<file path="src/sv/hcpg_pkg.sv">
`timescale 1ns / 1ps
// Shared types, widths and helper functions for the cubic Hermite curve
// point generator. No dependencies; every other file imports this package.
package hcpg_pkg;

    localparam int COORD_W = 12;
    localparam int COEF_W  = 16;
    localparam int ACC_W   = 42;
    localparam int Q_DEPTH = 2;
    localparam int Q_PTR_W = 1;
    localparam int Q_CNT_W = 2;
    localparam int AXES    = 3;

    localparam logic signed [COORD_W-1:0] COORD_MAX = 12'sd2047;
    localparam logic signed [COORD_W-1:0] COORD_MIN = -12'sd2048;

    typedef logic signed [COORD_W-1:0] coord_t;
    typedef logic signed [COEF_W-1:0]  coef_t;
    typedef logic signed [ACC_W-1:0]   acc_t;

    // Hermite coefficients of one axis: A*u^3 + B*u^2 + C*u + D.
    typedef struct packed {
        coef_t  coef_a;
        coef_t  coef_b;
        coord_t coef_c;
        coord_t coef_d;
    } axis_coef_t;

    // One queued segment: coefficients for x, y and z.
    typedef struct packed {
        axis_coef_t [AXES-1:0] axis;
    } seg_t;

    typedef enum logic {
        BK_IDLE,
        BK_RUN
    } back_state_t;

    function automatic coef_t coord_to_coef(input coord_t v);
        return {{(COEF_W-COORD_W){v[COORD_W-1]}}, v};
    endfunction

    function automatic acc_t coord_to_acc(input coord_t v);
        return {{(ACC_W-COORD_W){v[COORD_W-1]}}, v};
    endfunction

    function automatic acc_t coef_to_acc(input coef_t v);
        return {{(ACC_W-COEF_W){v[COEF_W-1]}}, v};
    endfunction

endpackage

</file>
<file path="src/sv/hcpg_in_if.sv">
`timescale 1ns / 1ps
// Input channel: one control point with its tangent per beat.
// Depends on hcpg_pkg for the coordinate type.
interface hcpg_in_if import hcpg_pkg::*; ();
    logic   valid;
    logic   ready;
    logic   start_new;
    coord_t point_x;
    coord_t point_y;
    coord_t point_z;
    coord_t tangent_x;
    coord_t tangent_y;
    coord_t tangent_z;

    modport source (
        output valid, start_new, point_x, point_y, point_z,
               tangent_x, tangent_y, tangent_z,
        input  ready
    );

    modport sink (
        input  valid, start_new, point_x, point_y, point_z,
               tangent_x, tangent_y, tangent_z,
        output ready
    );
endinterface

</file>
<file path="src/sv/hcpg_out_if.sv">
`timescale 1ns / 1ps
// Output channel: one curve point per beat with clip and end-of-segment flags.
// Depends on hcpg_pkg for the coordinate type.
interface hcpg_out_if import hcpg_pkg::*; ();
    logic   valid;
    logic   ready;
    coord_t curve_x;
    coord_t curve_y;
    coord_t curve_z;
    logic   clipped;
    logic   last_point;

    modport source (
        output valid, curve_x, curve_y, curve_z, clipped, last_point,
        input  ready
    );

    modport sink (
        input  valid, curve_x, curve_y, curve_z, clipped, last_point,
        output ready
    );
endinterface

</file>
<file path="src/sv/hcpg_front.sv">
`timescale 1ns / 1ps
// Front end: accepts control points, keeps the previous point/tangent pair
// and pushes Hermite coefficients of each segment. Depends on hcpg_pkg, hcpg_in_if.
module hcpg_front import hcpg_pkg::*; (
    input  logic        clk,
    input  logic        rst_n,
    hcpg_in_if.sink     ctrl_pts,
    input  logic        q_full,
    output logic        push,
    output seg_t        push_data
);

    coord_t prev_point_reg   [AXES];
    coord_t prev_tangent_reg [AXES];
    logic   have_prev_reg;

    coord_t new_point   [AXES];
    coord_t new_tangent [AXES];
    logic   accept;

    assign new_point[0]   = ctrl_pts.point_x;
    assign new_point[1]   = ctrl_pts.point_y;
    assign new_point[2]   = ctrl_pts.point_z;
    assign new_tangent[0] = ctrl_pts.tangent_x;
    assign new_tangent[1] = ctrl_pts.tangent_y;
    assign new_tangent[2] = ctrl_pts.tangent_z;

    assign ctrl_pts.ready = !q_full;
    assign accept         = ctrl_pts.valid && !q_full;
    // An item makes a segment only when a stored pair exists and no restart is asked.
    assign push           = accept && !ctrl_pts.start_new && have_prev_reg;

    always_comb
    begin
        coef_t p0, p1, t0, t1, dp;
        for (int i = 0; i < AXES; i++)
        begin
            p0 = coord_to_coef(prev_point_reg[i]);
            p1 = coord_to_coef(new_point[i]);
            t0 = coord_to_coef(prev_tangent_reg[i]);
            t1 = coord_to_coef(new_tangent[i]);
            dp = p1 - p0;
            push_data.axis[i].coef_a = t0 + t1 - (dp <<< 1);
            push_data.axis[i].coef_b = (dp <<< 1) + dp - (t0 <<< 1) - t1;
            push_data.axis[i].coef_c = prev_tangent_reg[i];
            push_data.axis[i].coef_d = prev_point_reg[i];
        end
    end

    always_ff @(posedge clk or negedge rst_n)
    begin
        if (!rst_n)
        begin
            have_prev_reg <= 1'b0;
            for (int i = 0; i < AXES; i++)
            begin
                prev_point_reg[i]   <= '0;
                prev_tangent_reg[i] <= '0;
            end
        end
        else if (accept)
        begin
            have_prev_reg <= 1'b1;
            for (int i = 0; i < AXES; i++)
            begin
                prev_point_reg[i]   <= new_point[i];
                prev_tangent_reg[i] <= new_tangent[i];
            end
        end
    end

endmodule

</file>
<file path="src/sv/hcpg_queue.sv">
`timescale 1ns / 1ps
// Short segment queue between the front and back ends.
// Depends on hcpg_pkg for the segment type and depth.
module hcpg_queue import hcpg_pkg::*; (
    input  logic clk,
    input  logic rst_n,
    input  logic push,
    input  seg_t push_data,
    output logic full,
    input  logic pop,
    output logic valid,
    output seg_t pop_data
);

    seg_t                 mem [Q_DEPTH];
    logic [Q_PTR_W-1:0]   wr_ptr_reg;
    logic [Q_PTR_W-1:0]   rd_ptr_reg;
    logic [Q_CNT_W-1:0]   count_reg;
    logic [Q_CNT_W-1:0]   count_next;

    assign full     = (count_reg == Q_CNT_W'(Q_DEPTH));
    assign valid    = (count_reg != '0);
    assign pop_data = mem[rd_ptr_reg];

    always_comb
    begin
        count_next = count_reg;
        if (push && !pop)
        begin
            count_next = count_reg + 1'b1;
        end
        else if (pop && !push)
        begin
            count_next = count_reg - 1'b1;
        end
    end

    always_ff @(posedge clk)
    begin
        if (push)
        begin
            mem[wr_ptr_reg] <= push_data;
        end
    end

    always_ff @(posedge clk or negedge rst_n)
    begin
        if (!rst_n)
        begin
            wr_ptr_reg <= '0;
            rd_ptr_reg <= '0;
            count_reg  <= '0;
        end
        else
        begin
            if (push)
            begin
                wr_ptr_reg <= wr_ptr_reg + 1'b1;
            end
            if (pop)
            begin
                rd_ptr_reg <= rd_ptr_reg + 1'b1;
            end
            count_reg <= count_next;
        end
    end

endmodule

</file>
<file path="src/sv/hcpg_back.sv">
`timescale 1ns / 1ps
// Back end: evaluates a segment by forward differences, one point per cycle unless
// stalled, then scales, truncates toward zero and clamps. Depends on hcpg_pkg, hcpg_out_if.
module hcpg_back import hcpg_pkg::*; #(
    parameter int STEPS_LOG2 = 5
) (
    input  logic        clk,
    input  logic        rst_n,
    input  logic        q_valid,
    input  seg_t        q_data,
    output logic        pop,
    hcpg_out_if.source  curve_pts
);

    localparam int SH    = 3 * STEPS_LOG2;
    localparam int K_W   = STEPS_LOG2 + 1;
    localparam int STEPS = 1 << STEPS_LOG2;
    localparam acc_t BIAS = acc_t'((1 << SH) - 1);
    localparam acc_t HI   = acc_t'(2047);
    localparam acc_t LO   = -acc_t'(2048);

    back_state_t state_reg, state_next;

    acc_t n_reg  [AXES];
    acc_t d1_reg [AXES];
    acc_t d2_reg [AXES];
    acc_t d3_reg [AXES];
    logic [K_W-1:0] k_reg;

    logic   out_valid_reg;
    coord_t out_coord_reg [AXES];
    logic   out_clip_reg;
    logic   out_last_reg;

    logic   advance;
    logic   last_k;
    coord_t pt     [AXES];
    logic   clip   [AXES];

    assign last_k  = (k_reg == K_W'(STEPS));
    assign advance = (state_reg == BK_RUN) && (!out_valid_reg || curve_pts.ready);

    // Scale by 2^-SH with truncation toward zero, then clamp.
    always_comb
    begin
        acc_t biased, q;
        for (int i = 0; i < AXES; i++)
        begin
            biased = n_reg[i] + (n_reg[i][ACC_W-1] ? BIAS : '0);
            q      = biased >>> SH;
            clip[i] = 1'b1;
            if (q > HI)
            begin
                pt[i] = COORD_MAX;
            end
            else if (q < LO)
            begin
                pt[i] = COORD_MIN;
            end
            else
            begin
                pt[i]   = q[COORD_W-1:0];
                clip[i] = 1'b0;
            end
        end
    end

    always_comb
    begin
        state_next = state_reg;
        case (state_reg)
            BK_IDLE:
            begin
                if (q_valid)
                begin
                    state_next = BK_RUN;
                end
            end
            BK_RUN:
            begin
                if (advance && last_k)
                begin
                    state_next = BK_IDLE;
                end
            end
            default:
            begin
                state_next = BK_IDLE;
            end
        endcase
    end

    always_comb
    begin
        pop = 1'b0;
        case (state_reg)
            BK_IDLE: pop = q_valid;
            default: pop = 1'b0;
        endcase
    end

    always_ff @(posedge clk or negedge rst_n)
    begin
        if (!rst_n)
        begin
            state_reg     <= BK_IDLE;
            out_valid_reg <= 1'b0;
            k_reg         <= '0;
        end
        else
        begin
            state_reg <= state_next;
            if (pop)
            begin
                k_reg <= '0;
            end
            else if (advance)
            begin
                k_reg <= k_reg + 1'b1;
            end
            if (advance)
            begin
                out_valid_reg <= 1'b1;
            end
            else if (curve_pts.ready)
            begin
                out_valid_reg <= 1'b0;
            end
        end
    end

    // Difference registers: N(k) = A k^3 + B S k^2 + C S^2 k + D S^3.
    always_ff @(posedge clk)
    begin
        acc_t a, b, c, six_a;
        for (int i = 0; i < AXES; i++)
        begin
            a     = coef_to_acc(q_data.axis[i].coef_a);
            b     = coef_to_acc(q_data.axis[i].coef_b);
            c     = coord_to_acc(q_data.axis[i].coef_c);
            six_a = (a <<< 2) + (a <<< 1);
            if (pop)
            begin
                n_reg[i]  <= coord_to_acc(q_data.axis[i].coef_d) <<< SH;
                d1_reg[i] <= a + (b <<< STEPS_LOG2) + (c <<< (2 * STEPS_LOG2));
                d2_reg[i] <= six_a + (b <<< (STEPS_LOG2 + 1));
                d3_reg[i] <= six_a;
            end
            else if (advance)
            begin
                n_reg[i]  <= n_reg[i] + d1_reg[i];
                d1_reg[i] <= d1_reg[i] + d2_reg[i];
                d2_reg[i] <= d2_reg[i] + d3_reg[i];
            end
        end
    end

    always_ff @(posedge clk)
    begin
        if (advance)
        begin
            for (int i = 0; i < AXES; i++)
            begin
                out_coord_reg[i] <= pt[i];
            end
            out_clip_reg <= clip[0] || clip[1] || clip[2];
            out_last_reg <= last_k;
        end
    end

    assign curve_pts.valid      = out_valid_reg;
    assign curve_pts.curve_x    = out_coord_reg[0];
    assign curve_pts.curve_y    = out_coord_reg[1];
    assign curve_pts.curve_z    = out_coord_reg[2];
    assign curve_pts.clipped    = out_clip_reg;
    assign curve_pts.last_point = out_last_reg;

endmodule

</file>
<file path="src/sv/hermite_curve_point_generator.sv">
`timescale 1ns / 1ps
// A segment beat passes the queue, the evaluator's load and the output register before
// its first point is on the output. The evaluator loads a segment only when idle, then emits
// 2^STEPS_LOG2 + 1 points, one per cycle while the output does not stall, before it loads another.
// The evaluator's single difference engine per axis sets that rate.
// Reset (asynchronous, active low) clears the stored pair, the queue and the output valid.
module hermite_curve_point_generator import hcpg_pkg::*; #(
    parameter int STEPS_LOG2 = 5
) (
    input  logic        clk,
    input  logic        rst_n,
    hcpg_in_if.sink     ctrl_pts,
    hcpg_out_if.source  curve_pts
);

    // The front end stores each control point and its tangent. A beat that
    // follows a stored pair without a restart yields the coefficients
    // A = 2P0 - 2P1 + T0 + T1, B = 3P1 - 3P0 - 2T0 - T1, C = T0, D = P0 per axis.
    logic push;
    seg_t push_data;
    logic q_full;

    // The queue lets the front take the next beat while a segment is still
    // being drawn, so restarts and new points wait on the output only once the queue is full.
    logic q_valid;
    logic pop;
    seg_t q_data;

    hcpg_front u_front (
        .clk       (clk),
        .rst_n     (rst_n),
        .ctrl_pts  (ctrl_pts),
        .q_full    (q_full),
        .push      (push),
        .push_data (push_data)
    );

    hcpg_queue u_queue (
        .clk       (clk),
        .rst_n     (rst_n),
        .push      (push),
        .push_data (push_data),
        .full      (q_full),
        .pop       (pop),
        .valid     (q_valid),
        .pop_data  (q_data)
    );

    // The back end steps u = k / 2^STEPS_LOG2 with exact integer forward
    // differences, so each point costs only adds. Every point passes through
    // an output register that holds it while the sink stalls.
    hcpg_back #(
        .STEPS_LOG2 (STEPS_LOG2)
    ) u_back (
        .clk       (clk),
        .rst_n     (rst_n),
        .q_valid   (q_valid),
        .q_data    (q_data),
        .pop       (pop),
        .curve_pts (curve_pts)
    );

endmodule

</file>
<file path="src/flat_wrapper.sv">
// flat-port wrapper written by rule: the top's interface ports become plain ports
module hermite_curve_point_generator_flat import hcpg_pkg::*;
#(
    parameter int STEPS_LOG2 = 5
)
  (clk, rst_n, ctrl_pts_valid, ctrl_pts_start_new, ctrl_pts_point_x, ctrl_pts_point_y, ctrl_pts_point_z, ctrl_pts_tangent_x, ctrl_pts_tangent_y, ctrl_pts_tangent_z, ctrl_pts_ready, curve_pts_valid, curve_pts_curve_x, curve_pts_curve_y, curve_pts_curve_z, curve_pts_clipped, curve_pts_last_point, curve_pts_ready);
  hcpg_in_if ctrl_pts_i ();
  hcpg_out_if curve_pts_i ();
  input  logic clk;
  input  logic rst_n;
  input wire logic [$bits(ctrl_pts_i.valid)-1:0] ctrl_pts_valid;
  input wire logic [$bits(ctrl_pts_i.start_new)-1:0] ctrl_pts_start_new;
  input wire logic [$bits(ctrl_pts_i.point_x)-1:0] ctrl_pts_point_x;
  input wire logic [$bits(ctrl_pts_i.point_y)-1:0] ctrl_pts_point_y;
  input wire logic [$bits(ctrl_pts_i.point_z)-1:0] ctrl_pts_point_z;
  input wire logic [$bits(ctrl_pts_i.tangent_x)-1:0] ctrl_pts_tangent_x;
  input wire logic [$bits(ctrl_pts_i.tangent_y)-1:0] ctrl_pts_tangent_y;
  input wire logic [$bits(ctrl_pts_i.tangent_z)-1:0] ctrl_pts_tangent_z;
  output wire logic [$bits(ctrl_pts_i.ready)-1:0] ctrl_pts_ready;
  output wire logic [$bits(curve_pts_i.valid)-1:0] curve_pts_valid;
  output wire logic [$bits(curve_pts_i.curve_x)-1:0] curve_pts_curve_x;
  output wire logic [$bits(curve_pts_i.curve_y)-1:0] curve_pts_curve_y;
  output wire logic [$bits(curve_pts_i.curve_z)-1:0] curve_pts_curve_z;
  output wire logic [$bits(curve_pts_i.clipped)-1:0] curve_pts_clipped;
  output wire logic [$bits(curve_pts_i.last_point)-1:0] curve_pts_last_point;
  input wire logic [$bits(curve_pts_i.ready)-1:0] curve_pts_ready;
  assign ctrl_pts_i.valid = ctrl_pts_valid;
  assign ctrl_pts_i.start_new = ctrl_pts_start_new;
  assign ctrl_pts_i.point_x = ctrl_pts_point_x;
  assign ctrl_pts_i.point_y = ctrl_pts_point_y;
  assign ctrl_pts_i.point_z = ctrl_pts_point_z;
  assign ctrl_pts_i.tangent_x = ctrl_pts_tangent_x;
  assign ctrl_pts_i.tangent_y = ctrl_pts_tangent_y;
  assign ctrl_pts_i.tangent_z = ctrl_pts_tangent_z;
  assign ctrl_pts_ready = ctrl_pts_i.ready;
  assign curve_pts_valid = curve_pts_i.valid;
  assign curve_pts_curve_x = curve_pts_i.curve_x;
  assign curve_pts_curve_y = curve_pts_i.curve_y;
  assign curve_pts_curve_z = curve_pts_i.curve_z;
  assign curve_pts_clipped = curve_pts_i.clipped;
  assign curve_pts_last_point = curve_pts_i.last_point;
  assign curve_pts_i.ready = curve_pts_ready;
  hermite_curve_point_generator #(.STEPS_LOG2(STEPS_LOG2)) u_core (.clk(clk), .rst_n(rst_n), .ctrl_pts(ctrl_pts_i), .curve_pts(curve_pts_i));
endmodule
</file>
<file path="config.mk">
export PLATFORM = sky130hd
export DESIGN_NAME = hermite_curve_point_generator_flat
export DESIGN_NICKNAME = d
export VERILOG_FILES = /design/src/sv/hcpg_pkg.sv /design/src/sv/hcpg_in_if.sv /design/src/sv/hcpg_out_if.sv /design/src/sv/hcpg_front.sv /design/src/sv/hcpg_queue.sv /design/src/sv/hcpg_back.sv /design/src/sv/hermite_curve_point_generator.sv /design/src/flat_wrapper.sv
export SDC_FILE = /design/constraint.sdc
export NUM_CORES = 2
export LEC_CHECK = 0
export BUFFER_PORTS_ARGS = -buffer_cell sky130_fd_sc_hd__buf_2
export CELL_PAD_IN_SITES_DETAIL_PLACEMENT = 1
export CELL_PAD_IN_SITES_GLOBAL_PLACEMENT = 1
export CORE_MARGIN = 2
export CORE_UTILIZATION = 50
export DETAILED_ROUTE_END_ITERATION = 6
export GPL_TIMING_DRIVEN = 0
export PLACE_DENSITY = 0.78
export SKIP_CTS_REPAIR_TIMING = 1
export SLEW_MARGIN = 10
export SYNTH_ARGS = -nofsm -noshare
export SYNTH_HDL_FRONTEND = slang
export SYNTH_SLANG_ARGS = --single-unit
</file>
<file path="constraint.sdc">
create_clock -name clk -period 13.3 [get_ports clk]
set_input_delay 1.995 -clock clk [delete_from_list [all_inputs] [get_ports clk]]
set_output_delay 1.995 -clock clk [all_outputs]
set_load 0.05 [all_outputs]
</file>
-- Word-level counts from Yosys, hierarchy flattened
Memories as Yosys holds them, arrays and structs flattened.
Cells that the tools add are included.
Widths: inputs -> output; s select.
- $add $sub $neg: 47
- order comparisons: 6
- equal/unequal tests: 2
- muxes and demuxes: 42
- bitwise logic cells: 10
- reductions and logical operators: 19
- operator list (operator ; count):
    $add 42x42->42 ; 9
    $mux 42 ; 9
    $add 42x15->42 ; 3
    $gt 27x12->1 const B ; 3
    $lt 27x12->1 const B ; 3
    $mux 12 ; 6
    $add 19x22->23 ; 3
    $add 22x22->23 ; 3
    $add 16x21->22 ; 3
    $add 18x17->19 ; 3
    $sub 15x13->16 ; 3
    $sub 16x12->16 ; 3
    $add 14x13->15 ; 3
    $mux 15 ; 3
    $sub 13x14->15 ; 3
    $add 12x12->13 ; 3
    $sub 12x12->13 ; 3
    $mux 1 ; 19
    $mux 6 ; 2
    $or 1x1->1 ; 9
    $reduce_bool 2->1 ; 4
    $logic_and 1x1->1 ; 7
    $add 6x1->6 const B ; 1
    $eq 6x6->1 const B ; 1
    other kinds (9) ; 17
- register bits: 87
- bits in writable memories: 876
- input port bits: 77
- output and inout bits: 40
- logic and storage cells: 147
- memories: 6
- memories (memory ; words ; bits a word ; rd ports ; clocked after memory_dff ; write ports ; RTL line ; source):
    u_core.u_queue.mem ; 2 ; 168 ; 1 ; 0 ; 1 ; hcpg_queue.sv:15 ; seg_t mem [Q_DEPTH];
    u_core.u_back.d1_reg ; 3 ; 42 ; 3 ; 0 ; 3 ; hcpg_back.sv:25 ; acc_t d1_reg [AXES];
    u_core.u_back.d2_reg ; 3 ; 42 ; 3 ; 0 ; 3 ; hcpg_back.sv:26 ; acc_t d2_reg [AXES];
    u_core.u_back.d3_reg ; 3 ; 42 ; 3 ; 0 ; 3 ; hcpg_back.sv:27 ; acc_t d3_reg [AXES];
    u_core.u_back.n_reg ; 3 ; 42 ; 3 ; 0 ; 3 ; hcpg_back.sv:24 ; acc_t n_reg [AXES];
    u_core.u_back.out_coord_reg ; 3 ; 12 ; 3 ; 0 ; 3 ; hcpg_back.sv:31 ; coord_t out_coord_reg [AXES];

-- Depth between registers and ports, before layout
- depth after elaboration: 9
- mapped depth: 28
- mapped depth without buffers: 25

-- Cells and area by module
From an unflattened synthesis, not the netlist that was laid out.
- cell total of the unflattened synthesis: 6706
- area, all modules: 68338.0 um^2
- modules (own cells, without submodules) (module ; times used ; cells an instance ; area an instance (um^2) ; seq. area each (um^2)):
    hcpg_back ; 1 ; 4785 ; 44066.0 ; 14223.6
    hcpg_queue ; 1 ; 539 ; 12732.2 ; 10189.8
    hcpg_front ; 1 ; 1382 ; 11539.8 ; 1826.8

-- Worst setup path after synthesis
Ideal clock, no wire load.
- kind: input -> register
- from: input curve_pts_ready
- to: register u_core.u_back.k_reg[1]
- library setup time: 479 ps
- arrival: 10286 ps
- data required time: 12821 ps
- setup slack: 2535 ps
- cell stages on the path: 7
- buffers on the path: 1
- cell sequence: nand2b_1 nand2_1 inv_2 clkbuf_1 nor2_1 inv_1 o21ai_0
- cells in the longest elaborated chain, start to end: 3
- RTL lines (what ; RTL line ; source):
    start: declaration ; flat_wrapper.sv:26 ; input wire logic [$bits(curve_pts_i.ready)-1:0] curve_pts_ready;
    $logic_or 1x1->1 ; hcpg_back.sv:41 ; assign advance = (state_reg == BK_RUN) && (!out_valid_reg || curve_pts.ready);
    $logic_and 1x1->1 ; hcpg_back.sv:41 ;
    $reduce_bool 2->1 (no line) ; -- ;
    end signal: assignment ; hcpg_back.sv:119 ; k_reg <= k_reg + 1'b1;
    end: declaration ; hcpg_back.sv:28 ; logic [K_W-1:0] k_reg;
No other way between the ends.
A chain may end at the register's enable or synchronous reset.

==> metrics.md <==
| Metric | Value |
|---|---|
| Status | `completed` |
| Sink Count | `879` |
| Top sig layer | `met5` |
| Synth Area in Adders | `18.4%` |
| Largest net degree at the start of global routing | `approximately 120` |
| Drt drc | `0` |
| CTS root buf | `clkbuf_16` |
| RSZ-0062 raised after global routing | `false` |
| Place WS | `around 5.7 ns` |
| First-pass GRT wire length | `around 320000 um` |
| Vias per cell | `between 6 and 7` |
| Net count after synthesis | `between 7000 and 8000` |
| GRT Overall Usage | `a little under a third` |
| Setup TNS | `0 ns` |
| Avg WL per Cell | `about 25 um` |
| Multiplexer share of the synthesized area | `under 10%` |
| Final worst path period share | `59.3%` |
| Critical-path maximum fanout | `10` |
| Hold Path Class | `reg -> reg` |
| Post-Synthesis Cell Area | `66000 sq um` |
| Setup Skew | `0.0334 ns` |
| RD Place Congestion | `0.930` |
| Synth warn | `0` |
| Least-Margin Pin Slew | `1.34 ns` |
| Routed metal-1 wirelength | `91100 um` |
| Number of global-route vias before repair | `54200` |
| CP most frequent cell | `o21ai_0` |
| Largest family of logic cells by synthesized area | `adder cells` |
| Core box area | `131000 sq um` |
| Sequential fraction of the synthesis area | `39.3%` |
| Netlist cell types | `83` |
| Gr ovfl total | `0` |
| Max stage delay on crit path | `0.84 ns` |
| Hpwl dp | `160000 um` |
| Die X | `around 370 um` |
| Worst EP arrival | `between 8 and 9 ns` |
| CTS Buf Count | `103` |
| Post-route setup slack | `5.42 ns` |
| Clk Latency, worst-skew pair | `0.75 ns` |
| Mapped Cells | `6372` |
| Area fraction in compound gates after synthesis | `17.8%` |
| Fillers | `14400` |
| Worst Setup Path Type | `reg -> reg` |
| Crit-path slowest cell | `buf_1` |
| CP Capture Type | `flip-flop` |
| Die Ht | `367 um` |
| Clock-pin slew on the worst setup and hold paths | `0.07 ns` |
| I/O Buffers | `116` |
| Max Cap Violations | `0` |
| Launching element type of the critical path | `flip-flop` |
| Required time of the critical path | `13.74 ns` |
| Final WL | `209000 um` |
| Max-slew headroom | `roughly 11%` |
| Layout Nets | `roughly 7600` |
| Met2 WL | `just under 100000 um` |
| Final max-slew violation count | `0` |
| Multi-input combinational cell area | `roughly 38000 sq um` |
| Top-Level Pins | `117` |
| DR iter-0 viols | `3777` |
| Full die area | `around 140000 sq um` |
| Proportion of layout cells with a drive suffix above 1 | `7.74%` |
| Initial DRT Pass Iterations | `6` |
| Register Area | `~26000 sq um` |
| Min Tclk post-route | `7.88 ns` |
| Rows | `133` |
| H-tree Lvls | `3` |
| Ys flop type | `edfxtp_1` |
| Post-synth EDFFs | `794` |
| Syn_area_per_cell | `10.4 sq um` |
| Xor-xnor portion of the synthesized cell area | `7.71%` |
| Final-report hold violation count | `0` |
| Vias | `51700` |
| Clock buffer depth | `3` |
| Simple-gate area share of the yosys netlist | `10.1%` |
| FMAX | `between 100 and 150 MHz` |
| DRT antenna net count | `0` |
| Starting Density | `roughly 50%` |
| Largest register FFs | `330` |
| CTS tree | `built` |
| # setup viols final | `0` |
| Met3 wire len | `12600 um` |
| Area Growth Syn to Fin | `9.96%` |
| Share of synthesized registers carrying an async set or reset | `under 10%` |
| Antenna violations before repair | `16` |
| Seq cells post-synth | `879` |
## synthesized netlist by cell type (55+ instances only)
cell type  count  share of area, %
edfxtp_1     794                36
ha_1         705                13
o21ai_0      535               4.1
a21oi_1      525               4.0
inv_1        420               2.4
nand2_1      368               2.1
nor2_1       368               2.1
xnor2_1      323               4.3
a21o_1       277               3.1
xor2_1       258               3.4
mux2_2       172               2.9
fa_1         165               5.0
nand3_1      118              0.89
clkbuf_1     105              0.60
nor3_1       103              0.78
o21bai_1      91               1.0
dfrtp_1       85               3.2
nand2b_1      84              0.80
nor2b_1       71              0.67
o21a_1        64              0.73
a211oi_1      62              0.70
and3_1        61              0.58
nand4_1       55              0.52
## routing by layer
metal,up-vias,global-route usage [%]
li1,24000,-
met4,4,11.0
met5,-,0
met1,25900,41.8
met2,1463,50.2
met3,344,3.48
## worst max-delay path: cells and delay by family, from the launching register on
kind | cells | cell delay (ns)
buffers and inverters | 5 | 2.18
AND/OR/NAND/NOR | 2 | 0.24
AO/OA/AOI/OAI | 14 | 3.25
adder cells (fa/ha/maj) | 3 | 1.06
flip-flops | 1 | 0.33
XOR/XNOR | 1 | 0.14
multiplexers | 1 | 0.37
## layout make-up
| cell class | count | area share, % |
|---|---|---|
| multi-input combinational | 4941 | 52.3 |
| clock inverter | 69 | 1.08 |
| clock buffer | 121 | 3.64 |
| sequential | 879 | 35.8 |
| buffer | 131 | 0.705 |
| inverter | 421 | 2.19 |
| timing repair buffer | 130 | 1.26 |
| antenna | 5 | 0.0172 |
| tap | 1755 | 3.02 |
## metrics by stage
step | std cells | instance area, sq um | utilization, % | hold slack, ns
after detailed placement | 8257 | 69200 | 52.7 | 0.470
after CTS | 8447 | 72600 | 55.3 | 0.488
final | 8452 | 72600 | 55.3 | 0.487
after global placement | 8243 | 68800 | 52.4 | 0.442
after floorplan | 6372 | 66000 | - | 0.425
after global routing | 8448 | 72600 | 55.3 | 0.509
## cells in the final DEF, fill, tap and decap left out, types with 64 or more instances in the layout
cell type,netlist,routed
edfxtp_1,794,794
dfrtp_1,85,85
nor2_1,368,368
nand2_1,368,368
clkbuf_16,0,103
nor3_1,103,103
o21a_1,64,64
xnor2_1,323,323
nand2b_1,84,84
o21ai_0,535,535
nor2b_1,71,70
ha_1,705,705
nand3_1,118,118
inv_1,420,418
mux2_2,172,172
buf_2,1,117
a21oi_1,525,525
clkbuf_1,105,116
fa_1,165,165
a21o_1,277,277
o21bai_1,91,91
xor2_1,258,258
## worst paths after layout
path,startpoint,to,slack [ns],depth (start not counted)
max,u_core.u_queue.rd_ptr_reg$_DFFE_PN0P_,u_core.u_back.d2_reg[2][39]$_DFFE_PP_,5.42,26
min,u_core.u_front.push_data[64]$_DFFE_PN0P_,u_core.u_queue.mem[0][64]$_DFFE_PP_,0.49,0
min reg2reg,u_core.u_front.push_data[64]$_DFFE_PN0P_,u_core.u_queue.mem[0][64]$_DFFE_PP_,0.49,0
max reg2reg,u_core.u_queue.rd_ptr_reg$_DFFE_PN0P_,u_core.u_back.d2_reg[2][39]$_DFFE_PP_,5.42,26
max in group asynchronous,rst_n,u_core.u_back.curve_pts.valid$_DFFE_PN0P_,11.46,2
min in group asynchronous,rst_n,u_core.u_front.push_data[79]$_DFFE_PN0P_,1.14,1
## cells by family (layout without fill, tap and decap cells)
family / after synthesis / count (layout)
AOI/OAI and AO/OA: 1884 / 1884
xor gates and xnor gates: 581 / 581
adders and majority gates: 870 / 870
buffers and inverters: 552 / 872
DFF: 879 / 879
muxes: 219 / 219
other: 0 / 5
and+or+nand+nor: 1387 / 1387
Power is left out: the tool's default activity adds up to more than one toggle a clock period on the data nets, which glitch-free logic cannot reach.
